### src/rtl/hkt_pkg.sv
// Shared types and constants for the hashed key table.
// No dependencies.
`timescale 1ns / 1ps
package hkt_pkg;

  localparam int unsigned BUCKETS   = 256;
  localparam int unsigned WAYS      = 4;
  localparam int unsigned KEY_LIMIT = 46;
  localparam int unsigned KEY_MAX   = KEY_LIMIT - 1;
  localparam int unsigned SLOTS     = BUCKETS * WAYS;

  localparam int unsigned BUCKET_W  = $clog2(BUCKETS);
  localparam int unsigned WAY_W     = (WAYS > 1) ? $clog2(WAYS) : 1;
  localparam int unsigned LEN_W     = $clog2(KEY_LIMIT);
  localparam int unsigned KADDR_W   = $clog2(BUCKETS * KEY_MAX);
  localparam int unsigned COUNT_W   = 11;

  localparam logic [31:0] FNV_BASIS = 32'd2166136261;
  localparam logic [31:0] FNV_PRIME = 32'd16777619;

  localparam logic ACT_INSERT = 1'b0;
  localparam logic ACT_LOOKUP = 1'b1;

  typedef enum logic [2:0] {
    ST_INSERTED  = 3'd0,
    ST_DUPLICATE = 3'd1,
    ST_TOO_LONG  = 3'd2,
    ST_FULL      = 3'd3,
    ST_HIT       = 3'd4,
    ST_MISS      = 3'd5
  } status_e;

  typedef struct packed {
    logic       action;
    logic [7:0] key_char;
    logic       last_char;
    logic [7:0] list_id;
  } in_item_t;

  typedef struct packed {
    status_e              status;
    logic [7:0]           found_list;
    logic [COUNT_W-1:0]   entry_count;
  } out_item_t;

  // Snapshot of a finished key, taken on its last character
  typedef struct packed {
    logic [BUCKET_W-1:0] bucket;
    logic [LEN_W-1:0]    len;
    logic                over;
  } key_info_t;

  typedef struct packed {
    logic [LEN_W-1:0] len;
    logic [7:0]       list;
  } slot_meta_t;

  // One bucket row: valid bits plus per-way length and list
  typedef struct packed {
    logic [WAYS-1:0]              valid;
    slot_meta_t [WAYS-1:0]        meta;
  } row_t;

  // Key byte address: bucket row of KEY_MAX words, one byte lane per way
  function automatic logic [KADDR_W-1:0] key_addr(logic [BUCKET_W-1:0] bucket,
                                                  logic [LEN_W-1:0] idx);
    key_addr = KADDR_W'(KADDR_W'(bucket) * KADDR_W'(KEY_MAX)) + KADDR_W'(idx);
  endfunction

endpackage

### src/rtl/hkt_hash.sv
// FNV-1a accumulator, key length tracking and the incoming key buffer memory.
// Depends on hkt_pkg.
`timescale 1ns / 1ps
module hkt_hash import hkt_pkg::*; (
  input  logic             clk_i,
  input  logic             rst_ni,
  input  logic             char_we_i,
  input  logic [7:0]       key_char_i,
  input  logic             last_char_i,
  input  logic [LEN_W-1:0] kb_raddr_i,
  output logic [7:0]       kb_rdata_o,
  output key_info_t        info_o
);

  logic [31:0]      hash_q, hash_d;
  logic [LEN_W-1:0] len_q, len_d;
  logic             over_q, over_d;
  logic             room;
  key_info_t        info_q;
  logic [7:0]       kb_mem [KEY_MAX];
  logic [7:0]       kb_rdata_q;

  // Fold one character and advance the length
  always_comb begin
    room   = (len_q < LEN_W'(KEY_MAX));
    hash_d = 32'((hash_q ^ {24'd0, key_char_i}) * FNV_PRIME);
    len_d  = room ? len_q + LEN_W'(1) : len_q;
    over_d = over_q | ~room;
  end

  always_ff @(posedge clk_i or negedge rst_ni) begin
    if (!rst_ni) begin
      hash_q <= FNV_BASIS;
      len_q  <= '0;
      over_q <= 1'b0;
    end else if (char_we_i) begin
      if (last_char_i) begin
        hash_q <= FNV_BASIS;
        len_q  <= '0;
        over_q <= 1'b0;
      end else begin
        hash_q <= hash_d;
        len_q  <= len_d;
        over_q <= over_d;
      end
    end
  end

  // Key snapshot for the lookup pass
  always_ff @(posedge clk_i) begin
    if (char_we_i && last_char_i) begin
      info_q.bucket <= BUCKET_W'(hash_d % BUCKETS);
      info_q.len    <= len_d;
      info_q.over   <= over_d;
    end
  end

  // Key buffer memory
  always_ff @(posedge clk_i) begin
    if (char_we_i && room) begin
      kb_mem[len_q] <= key_char_i;
    end
    kb_rdata_q <= kb_mem[kb_raddr_i];
  end

  assign kb_rdata_o = kb_rdata_q;
  assign info_o     = info_q;

endmodule

### config.mk
export PLATFORM = sky130hd
export DESIGN_NAME = hkt_hash
export DESIGN_NICKNAME = d
export VERILOG_FILES = /design/src/rtl/hkt_pkg.sv /design/src/rtl/hkt_hash.sv
export SDC_FILE = /design/constraint.sdc
export NUM_CORES = 1
export LEC_CHECK = 0
export ABC_AREA = 1
export BUFFER_PORTS_ARGS = -buffer_cell sky130_fd_sc_hd__buf_4
export CAP_MARGIN = 40
export CORE_AREA = 2 2 207 209
export DETAILED_ROUTE_END_ITERATION = 16
export DIE_AREA = 0 0 209 211
export PLACE_DENSITY = 0.54
export SETUP_SLACK_MARGIN = 0.3
export SLEW_MARGIN = 10
export SYNTH_ARGS = -nofsm -noshare
export SYNTH_HDL_FRONTEND = slang
export SYNTH_SLANG_ARGS = --single-unit
export TNS_END_PERCENT = 10
### constraint.sdc
create_clock -name clk_i -period 6.5 [get_ports clk_i]
set_clock_uncertainty 0.05 [all_clocks]
set_input_delay 0.325 -clock clk_i [delete_from_list [all_inputs] [get_ports clk_i]]
set_output_delay 0.325 -clock clk_i [all_outputs]
set_load 0.02 [all_outputs]
Word-level counts from Yosys, hierarchy flattened
Memories as Yosys holds them, arrays and structs flattened. A register that Yosys moved wholly into a read port is not among the register bits.
Index checks and enable logic that the tools add are counted.
{"block": "totals", "in_bits": 18, "ram_bits": 360, "n_memories": 1, "reg_bits": 54, "word_cells": 21}
{"memory": "kb_mem", "depth": 45, "word_bits": 8, "rd": 1, "rd_ports_with_merged_regs": 1, "wr": 1, "line_no": "hkt_hash.sv:20", "rtl": "logic [7:0] kb_mem [KEY_MAX];"}
{"block": "op_classes", "magnitude_cmp": 1, "muxes": 6, "add_sub_neg": 1, "n_reduce_logical": 2, "n_bitwise": 3, "multipliers": 1}
{"op": "$mul 32x25->32 const B", "n": 1}
{"op": "$mux 32", "n": 1}
{"op": "$xor 32x8->32", "n": 1}
{"op": "$mux 6", "n": 2}
{"op": "$add 6x1->6 const B", "n": 1}
{"op": "$lt 6x6->1 const B", "n": 1}
{"op": "$mux 1", "n": 3}
{"op": "$logic_and 1x1->1", "n": 2}
{"op": "$not 1->1", "n": 1}
{"op": "$or 1x1->1", "n": 1}

Longest topological paths before layout
Gate-level depths: netlist of run 1.
{"block": "depth", "depth_word": 4, "depth_mapped": 17, "depth_no_buf": 17}

Worst setup path after synthesis of run 1
Ideal clock, no wire load.
{"block": "synth_path", "path_kind": "reg-to-reg", "startpoint": "register hash_q[1]", "endpoint": "register info_q, in the netlist info_o[14] (data pin)", "path_stages_with_launch": 16, "n_path_buf": 0, "path_slack_ns": 3.394, "synth_period_minus_slack_ns": 3.106, "t_arrival_ns": 2.805, "path_cell_list": "dfrtp_1 > xnor2_1 > inv_1 > ha_1 > ha_1 > ha_1 > ha_1 > ha_1 > ha_1 > inv_1 > o21bai_1 > nand3_1 > nand2_1 > nand2_1 > nand2_1 > inv_1"}
{"block": "synth_via", "elab_chain_len": 2}
{"element": "from (decl)", "line_no": "hkt_hash.sv:15", "rtl": "logic [31:0] hash_q, hash_d;"}
{"element": "from (signal assigned)", "line_no": "hkt_hash.sv:42", "rtl": "hash_q <= hash_d;"}
{"element": "$xor 32x8->32", "line_no": "hkt_hash.sv:26", "rtl": "hash_d = 32'((hash_q ^ {24'd0, key_char_i}) * FNV_PRIME);"}
{"element": "$mul 32x25->32", "line_no": "hkt_hash.sv:26"}
{"element": "named net hash_d[7]", "line_no": "hkt_hash.sv:15"}
{"element": "to (decl)", "line_no": "hkt_hash.sv:19", "rtl": "key_info_t info_q;"}
The timed path passes the listed nets, and every way through them passes these cells.
A chain may end at the register's enable or synchronous reset.

Worst setup path in the final report of run 1
Ends and elaborated chain as after synthesis.

==> impl_metrics.ini, run 1 <==
[global_route]
antenna_found_initial = 0
grt_usage_pct = 18.7
grt_overflow = 0
grt_pass1_vias = 10197
grt_pass1_wl_mm = 62.2
grt_start_max_net_pins = 69

[route]
drc_errors = 0
wire_per_inst_um = 20.0
drt-met1-wl_mm = 18.4
dr.pass1.iters = 7
routed_wl_mm = 40.7
highest_layer = met4
via_per_inst = 5.22
dr_total_vias = 10587
wl_met2_mm = 19.3
ant_nets = 0
wl_met3_mm = 2.03
first_iter_violations = 893

[die]
die_y_um = 211
die-area_um2 = 44100
die_x_um = 209
io_pins = 41
core_area_um2 = 41800
start_util_pct = 39.8
rows = 75

[yosys]
syn_inst = 1420
ys_seq_elements = 398
synth-async-reset-ratio_pct = 3.77
yosys_warnings = 0
synth_fp_nets = 1461
synth_area_um2 = 16600
synth_edf_count = 375
synth_seq_area_share_pct = 71.0
syn-mean-instance-area_um2 = 11.7
ys.flop_type = edfxtp_1
synth.distinct_cells = 33

[cells_and_area]
n_antenna_cell = 0
seq_area_um2 = 11800
layout_commonest_cell = nand2_1
mostFrequentLayoutCells = nand2_1, edfxtp_1, nand3_1
multi_input_area_um2 = 4180
syn_to_final_growth_pct = 12.4
n_fill_cell = 3820
layout.nets = 1499
final_layout_size_suffix_gt1_share_pct = 9.32
postLayoutCellArea_um2 = 18700
final_cells = 2030

[timing]
hold_viol_final = 0
hold_ws_ns = 0.0320
finalWorstSetupSlack_ns = 3.21
post-route-period-util_pct = 50.6
finalSetupTns_ns = 0
setup_viol = 0
slew_headroom_pct = 42.7
period_minus_slack_ns = 3.29
fmax_mhz = 304
rsz0062_at_grt = false
worst_slew_pin_slew_ns = 0.857
final_max_slew_viol_count = 0

[power]
ir_drop_mv = 0.184
switchingPower_mw = 1.53
combPwrFrac_pct = 13.7
switching_share_pct = 25.5
p_int_mw = 4.46
power_density_nw_per_um2 = 321
power_frac_seq_pct = 48.8
clkPwrFrac_pct = 37.4
leakage_nw = 6.82

[clock_tree]
h-tree-depth = 2
cts_buffers = 42
path_clk_slew_ns = 0.06
clock_sinks = 398
cts_tree = yes
cts-root-buf = clkbuf_16
cts_resized = 0
clockBufferDepth = 3
clk_latency_ns = 0.56

[placement]
portBuffers = 40
place_area_um2 = 17300
pre_cts_slack_ns = 2.83
hpwl_mm = 23.6
gp_congestion = 0.798
placedCellCount = 1947

[worst_hold_path]
min_path_type = primary input to register

[critical_path]
worstPathArrival_ns = 3.57
cp-end-kind = register
start_kind = register
crit_required_ns = 6.77
path_class = register to register
cp_max_fo = 3

[run]
cap_viol_max_count = 0

[status]
status = finished, final reports clean
## final timing paths
path,from,slack (ns),to,cells after the start
setup / recovery,hash_q[1],3.21,info_o[14],15
hold / removal,char_we_i,0.03,hash_q[7],3
setup reg to reg,hash_q[1],3.21,info_o[14],15
hold reg to reg,hash_q[0],0.46,hash_q[0],2
max in group asynchronous,rst_ni,6.02,hash_q[2],2
min in group asynchronous,rst_ni,0.11,len_q[5],2
## cell usage after synthesis (8+ instances only)
cell type | instances | area share [%]
dfrtp_1 | 11 | 1.7
nand2_1 | 405 | 9.1
nand3_1 | 219 | 6.6
ha_1 | 22 | 1.7
o21ai_1 | 11 | 0.33
a21oi_1 | 31 | 0.93
o22ai_1 | 28 | 1.1
buf_6 | 9 | 0.61
xor2_1 | 11 | 0.58
nor2_1 | 102 | 2.3
dfxtp_1 | 8 | 0.96
buf_2 | 31 | 0.93
inv_1 | 41 | 0.93
o21ai_0 | 50 | 1.5
buf_4 | 19 | 0.86
clkbuf_1 | 15 | 0.34
edfxtp_1 | 375 | 68
## critical path, cell delays in order, from the launching register on
cell and delay (ns):
dfrtp_1 0.39, xnor2_1 0.27, inv_1 0.11, ha_1 0.20, ha_1 0.28, ha_1 0.29
ha_1 0.29, ha_1 0.30, ha_1 0.31, inv_1 0.04, o21bai_1 0.17, nand3_1 0.12
nand2_1 0.08, nand2_1 0.05, nand2_1 0.08, inv_1 0.04
## registers in the layout (all words and copies together), names as in the netlist
name,flops
over_q,1
kb_mem,360
kb_rdata_o,8
len_q,6
hash_q,8
info_o,15
## final cells by class
type / instances / area share [%]
timing repair buffer: 73 / 3.04
sequential: 398 / 63.2
tap: 539 / 3.61
clock inverter: 14 / 0.529
clock buffer: 63 / 6.38
multi-input combinational: 899 / 22.4
inverter: 44 / 0.911
## logic make-up (layout without fill, tap and decap cells)
kind of cell	Yosys count	after routing	share of synthesized area, %
AO/OA/AOI/OAI	130	130	4.36
AND/OR/NAND/NOR	732	732	18.3
buffers and inverters	123	194	3.88
XOR/XNOR	14	14	0.738
adder cells (fa/ha/maj)	23	23	1.78
flip-flops	398	398	71.0
## repair_timing
item / in CTS / in global routing
setup buffers: 0 / 0
hold buffers: 3 / 0
endpoints found under the hold margin: 17 / 0
## power by group through the flow
stage,Combinational (mW),Sequential (mW),Clock [mW]
global route,0.938,2.93,2.39
floorplan,0.534,3.01,0
global placement,0.816,2.98,0
finish,0.822,2.93,2.25
CTS,0.835,2.93,2.29
detailed placement,0.836,2.98,0
## per-stage QoR
| step | util, % | power, mW |
|---|---|---|
| 2_1_floorplan | - | 3.54 |
| 3_3_place_gp | 41.1 | 3.80 |
| 3_5_place_dp | 41.5 | 3.82 |
| 4_1_cts | 44.7 | 6.05 |
| 5_1_grt | 44.7 | 6.26 |
| 6_report | 44.7 | 6.00 |
## layer usage
layer / vias to the layer above / GRT usage, %
met5: - / 0
met4: 0 / 5.96
met3: 62 / 2.99
met2: 266 / 30.6
met1: 5199 / 25.6
li1: 5060 / -
No activity file was read; power rests on OpenSTA's default activity.
==> inputs of run 2 (changes only) <==
- clock period: 6.5 -> 3.3 ns (I/O delays scaled with it)
==> run 2 against run 1 <==
Effect of this change: worst setup slack got worse by 2.8 ns; sequential cell count is the same; die area unchanged; non-clock buffer count rose by 19; utilization rose by 1.2 points; cell count is 1.1% higher; maximum frequency rose by 13%; sequential power is 98% higher; sequential share of layout area shrank 1.6 points; clock power up 120%.
==> impl_metrics.ini, run 2 (synthesized netlist as in run 1, its figures left out) <==
[route]
drc_errors = 0
dr.pass1.iters = 6
wire_per_inst_um = 21.1
routed_wl_mm = 43.3
wl_met2_mm = 21.0
first_iter_violations = 973
via_per_inst = 5.28
ant_nets = 0
drt-met1-wl_mm = 18.8
dr_total_vias = 10840
wl_met3_mm = 2.55
highest_layer = met4

[timing]
finalSetupTns_ns = 0
hold_ws_ns = 0.0841
rsz0062_at_grt = false
worst_slew_pin_slew_ns = 0.878
final_max_slew_viol_count = 0
post-route-period-util_pct = 87.9
fmax_mhz = 345
setup_viol = 0
hold_viol_final = 0
period_minus_slack_ns = 2.90
slew_headroom_pct = 41.5

[cells_and_area]
largest_reg_flops = 360
final_layout_size_suffix_gt1_share_pct = 11.4
mostFrequentLayoutCells = nand2_1, edfxtp_1, nand3_1
final_util_pct = 45.9
regMostFlops = kb_mem
syn_to_final_growth_pct = 15.3
postLayoutCellArea_um2 = 19200
n_antenna_cell = 0
layout.nets = 1520
layout_commonest_cell = nand2_1

[power]
ir_drop_mv = 0.662
leakage_nw = 6.98
power_density_nw_per_um2 = 661

[critical_path]
crit_path_top_delay_cell = dfrtp_1
cp-end-kind = register
start_kind = register
max_stage_delay_ns = 0.40
crit_required_ns = 3.58
path_common_cell = ha_4
path_cells = xnor2_2 > inv_2 > ha_2 > ha_4 > ha_4 > ha_4 > ha_4 > ha_4 > inv_1 > o21bai_1 > nand3_1 > nand2_1 > nand2_1 > nand2_1 > inv_1
worstPathArrival_ns = 3.18
path_class = register to register
cp_max_fo = 2

[global_route]
grt_pass1_vias = 10418
grt_start_max_net_pins = 145
grt_usage_pct = 19.7
antenna_found_initial = 0
grt_pass1_wl_mm = 65.6
grt_overflow = 0

[clock_tree]
clk_latency_ns = 0.57
cts-root-buf = clkbuf_16
clock_sinks = 398
h-tree-depth = 2
path_clk_slew_ns = 0.06
cts_buffers = 44
clockBufferDepth = 3
cts_tree = yes

[die]
rows = 75
die_y_um = 211
core_area_um2 = 41800
io_pins = 41
start_util_pct = 39.8
die-area_um2 = 44100
die_x_um = 209

[placement]
portBuffers = 40
place_area_um2 = 17600
gp_congestion = 0.793
hpwl_mm = 25.9

[status]
status = finished, final reports clean

[worst_hold_path]
min_path_type = primary input to asynchronous set/reset pin

[run]
cap_viol_max_count = 0
## run 2: cell types whose count changed in the layout (fill, tap and decap cells not counted), moves of 3 or more
cell           delta
ha_2              +3
ha_1             -12
buf_12            +6
buf_4             +7
inv_6             +3
clkinv_1          +6
bufinv_16         +3
dlygate4sd3_1     +6
clkbuf_1          -7
ha_4              +9
## run 2: path summary, 6_finish.rpt
kind	startpoint	to	slack, ns	cells past startpoint
setup / recovery	hash_q[1]	info_o[14]	0.40	15
hold / removal	rst_ni	hash_q[2]	0.08	2
setup reg to reg	hash_q[1]	info_o[14]	0.40	15
hold reg to reg	hash_q[0]	hash_q[0]	0.46	2
max in group asynchronous	rst_ni	len_q[4]	2.04	3
min in group clk_i	key_char_i[7]	kb_mem[7][7]	0.10	1
## run 2: final cells by class
cell class                 count  area (µm²)
fill                        3768       22600
tap                          539         674
multi-input combinational    899        4310
timing repair buffer          92         801
sequential                   398       11800
clock inverter                24         210
clock buffer                  57        1200
inverter                      44         170
## run 2: through the flow
step / power [mW] / worst slack (ns) / cells
4_1_cts: 12.7 / 0.313 / 2053
5_1_grt: 13.1 / 0.299 / 2053
2_1_floorplan: 7.06 / 0.318 / 1420
6_report: 12.7 / 0.398 / 2053
3_3_place_gp: 7.71 / 0.210 / 1959
3_5_place_dp: 7.73 / 0.205 / 1962
## run 2: what timing repair did
action | 4_1_cts | 5_1_grt
pin swaps | 3 | 3
hold buffers | 9 | 0
gates resized for setup | 4 | 9
setup endpoints to repair | 1 | 2
hold endpoints to repair | 34 | 0
setup buffers | 1 | 0
## run 2: critical path, delay by kind of cell, from the launching register on
family                     cells  cell delay, ns
adders and majority gates      6            1.39
DFF                            1            0.40
and+or+nand+nor                4            0.31
xor gates and xnor gates       1            0.21
AOI/OAI and AO/OA              1            0.16
buffers and inverters          3            0.13
## run 2: per-layer routing
layer / global-route usage, % / vias up
met5: 0 / -
met3: 2.87 / 65
li1: - / 5112
met1: 27.1 / 5312
met2: 32.6 / 351
met4: 5.99 / 0
## run 2: power by group
| part | internal, mW | switching, mW | total (mW) | leakage, nW |
|---|---|---|---|---|
| clock | 2.81 | 2.03 | 4.84 | 0.685 |
| combinational | 0.818 | 1.23 | 2.04 | 2.65 |
| sequential | 5.71 | 0.0735 | 5.79 | 3.64 |
==> inputs of run 3 (changes only) <==
- CORE_AREA: 2 2 207 209 -> 2 2 170 172
- DIE_AREA: 0 0 209 211 -> 0 0 172 174
- PLACE_DENSITY: 0.54 -> 0.75
==> run 3 against run 2 <==
Effect of this change: worst setup slack gained 0.035 ns; critical path depth shrank 2; combinational power grew 8%; utilization grew 21 points; critical endpoint unchanged; hold slack gained 0.015 ns; largest power group unchanged; sequential power is essentially flat; sequential share of layout area grew 0.65 points; non-clock buffer count shrank 16; die area shrank 32%.
==> impl_metrics.ini, run 3 (synthesized netlist as in run 1, its figures left out) <==
[status]
status = finished, final reports clean

[route]
drc_errors = 0
via_per_inst = 5.90
ant_nets = 0
wl_met2_mm = 19.6
drt-met1-wl_mm = 15.9
wire_per_inst_um = 21.3
routed_wl_mm = 39.9
highest_layer = met4
wl_met3_mm = 3.27
first_iter_violations = 1495
dr.pass1.iters = 6
dr_total_vias = 11040

[clock_tree]
cts-root-buf = clkbuf_16
path_clk_slew_ns = 0.06
cts_tree = yes
h-tree-depth = 2
cts_buffers = 39
clockBufferDepth = 3
clock_sinks = 398
clk_latency_ns = 0.53

[cells_and_area]
mostFrequentLayoutCells = nand2_1, edfxtp_1, nand3_1
regMostFlops = kb_mem
syn_to_final_growth_pct = 14.1
multi_input_area_um2 = 4390
n_antenna_cell = 0
final_layout_size_suffix_gt1_share_pct = 11.1
n_fill_cell = 2073
final_util_pct = 67.2
seq_area_um2 = 11800
layout.nets = 1499
layout_commonest_cell = nand2_1
largest_reg_flops = 360

[power]
leakage_nw = 6.94
combPwrFrac_pct = 17.0
clkPwrFrac_pct = 38.4
switching_share_pct = 24.6
power_density_nw_per_um2 = 682
p_int_mw = 9.76
ir_drop_mv = 0.716
switchingPower_mw = 3.18
power_frac_seq_pct = 44.6

[global_route]
antenna_found_initial = 0
grt_pass1_wl_mm = 61.0
grt_start_max_net_pins = 143
grt_usage_pct = 27.1
grt_pass1_vias = 10639
grt_overflow = 0

[timing]
post-route-period-util_pct = 86.9
setup_viol = 0
hold_viol_final = 0
rsz0062_at_grt = false
slew_headroom_pct = 40.4
finalWorstSetupSlack_ns = 0.433
period_minus_slack_ns = 2.87
hold_ws_ns = 0.0988
finalSetupTns_ns = 0
final_max_slew_viol_count = 0
fmax_mhz = 349
worst_slew_pin_slew_ns = 0.891

[placement]
hpwl_mm = 22.9
portBuffers = 40
pre_cts_slack_ns = 0.156
gp_congestion = 0.868

[run]
cap_viol_max_count = 0

[die]
die_y_um = 174
rows = 62
start_util_pct = 58.9
io_pins = 41
die-area_um2 = 29900
die_x_um = 172
core_area_um2 = 28200

[critical_path]
path_class = register to register
worstPathArrival_ns = 3.11
cp_max_fo = 3
cp-end-kind = register
crit_required_ns = 3.54
start_kind = register

[worst_hold_path]
min_path_type = primary input to register
run 3: changes by cell type in the layout (fill, tap and decap cells not counted), sizes merged:
| cell | before | now |
|---|---|---|
| dlygate4sd3 | 9 | 6 |
| clkinv | 14 | 17 |
| clkinvlp | 3 | 0 |
| inv | 48 | 44 |
| buf | 83 | 70 |
| clkbuf | 57 | 42 |
| bufinv | 3 | 11 |
run 3: routing by layer:
layer | vias up | track usage (%)
met1 | 5347 | 38.7
li1 | 5058 | -
met4 | 0 | 8.51
met5 | - | 0
met2 | 546 | 43.7
met3 | 89 | 3.62
run 3: stage by stage:
| stage | instances | power [mW] | area, µm² |
|---|---|---|---|
| 3_5_place_dp | 1785 | 7.60 | 17200 |
| 2_1_floorplan | 1420 | 7.06 | 16700 |
| 3_3_place_gp | 1785 | 7.54 | 17200 |
| 4_1_cts | 1865 | 12.7 | 18800 |
| 6_report | 1871 | 12.9 | 19000 |
| 5_1_grt | 1871 | 13.4 | 19000 |
run 3: final timing paths:
| kind | from | end | slack, ns | cells after the start |
|---|---|---|---|---|
| max | hash_q[2] | info_o[14] | 0.43 | 13 |
| min | kb_raddr_i[4] | kb_rdata_o[2] | 0.1 | 4 |
| max reg2reg | hash_q[2] | info_o[14] | 0.43 | 13 |
| min reg2reg | hash_q[7] | hash_q[7] | 0.49 | 2 |
| max in group asynchronous | rst_ni | hash_q[3] | 2.09 | 3 |
| min in group asynchronous | rst_ni | hash_q[7] | 0.12 | 2 |
run 3: final cells by class:
type,instances,area share (%)
Clock buffer,42,5.43
Tap cell,384,2.53
Sequential cell,398,62.2
Timing Repair Buffer,76,3.59
Inverter,44,0.897
Clock inverter,28,2.19
Multi-Input combinational cell,899,23.2
run 3: what timing repair did:
action                                  4_1_cts  5_1_grt
hold endpoints to repair                     31        0
pin swaps                                     2       15
hold buffers                                  6        0
gates resized for setup                       8       22
setup buffers                                 4        6
endpoints found under the setup margin        2        2
run 3: power groups by stage:
| stage | Combinational, mW | Sequential [mW] | Clock, mW |
|---|---|---|---|
| 2_1_floorplan | 1.14 | 5.93 | 0 |
| 3_3_place_gp | 1.67 | 5.87 | 0 |
| 3_5_place_dp | 1.73 | 5.87 | 0 |
| 4_1_cts | 1.95 | 5.76 | 5.00 |
| 5_1_grt | 2.40 | 5.78 | 5.20 |
| 6_report | 2.20 | 5.77 | 4.97 |
run 3: worst max-delay path: stages (launching register included):
cell	delay, ns
dfstp_2	0.55
xor2_2	0.22
ha_1	0.30
ha_1	0.33
ha_4	0.19
fa_2	0.40
a21oi_2	0.15
o21bai_1	0.11
inv_1	0.06
nand2_1	0.06
nand2_1	0.06
nand2_1	0.04
nand2_1	0.07
inv_1	0.04
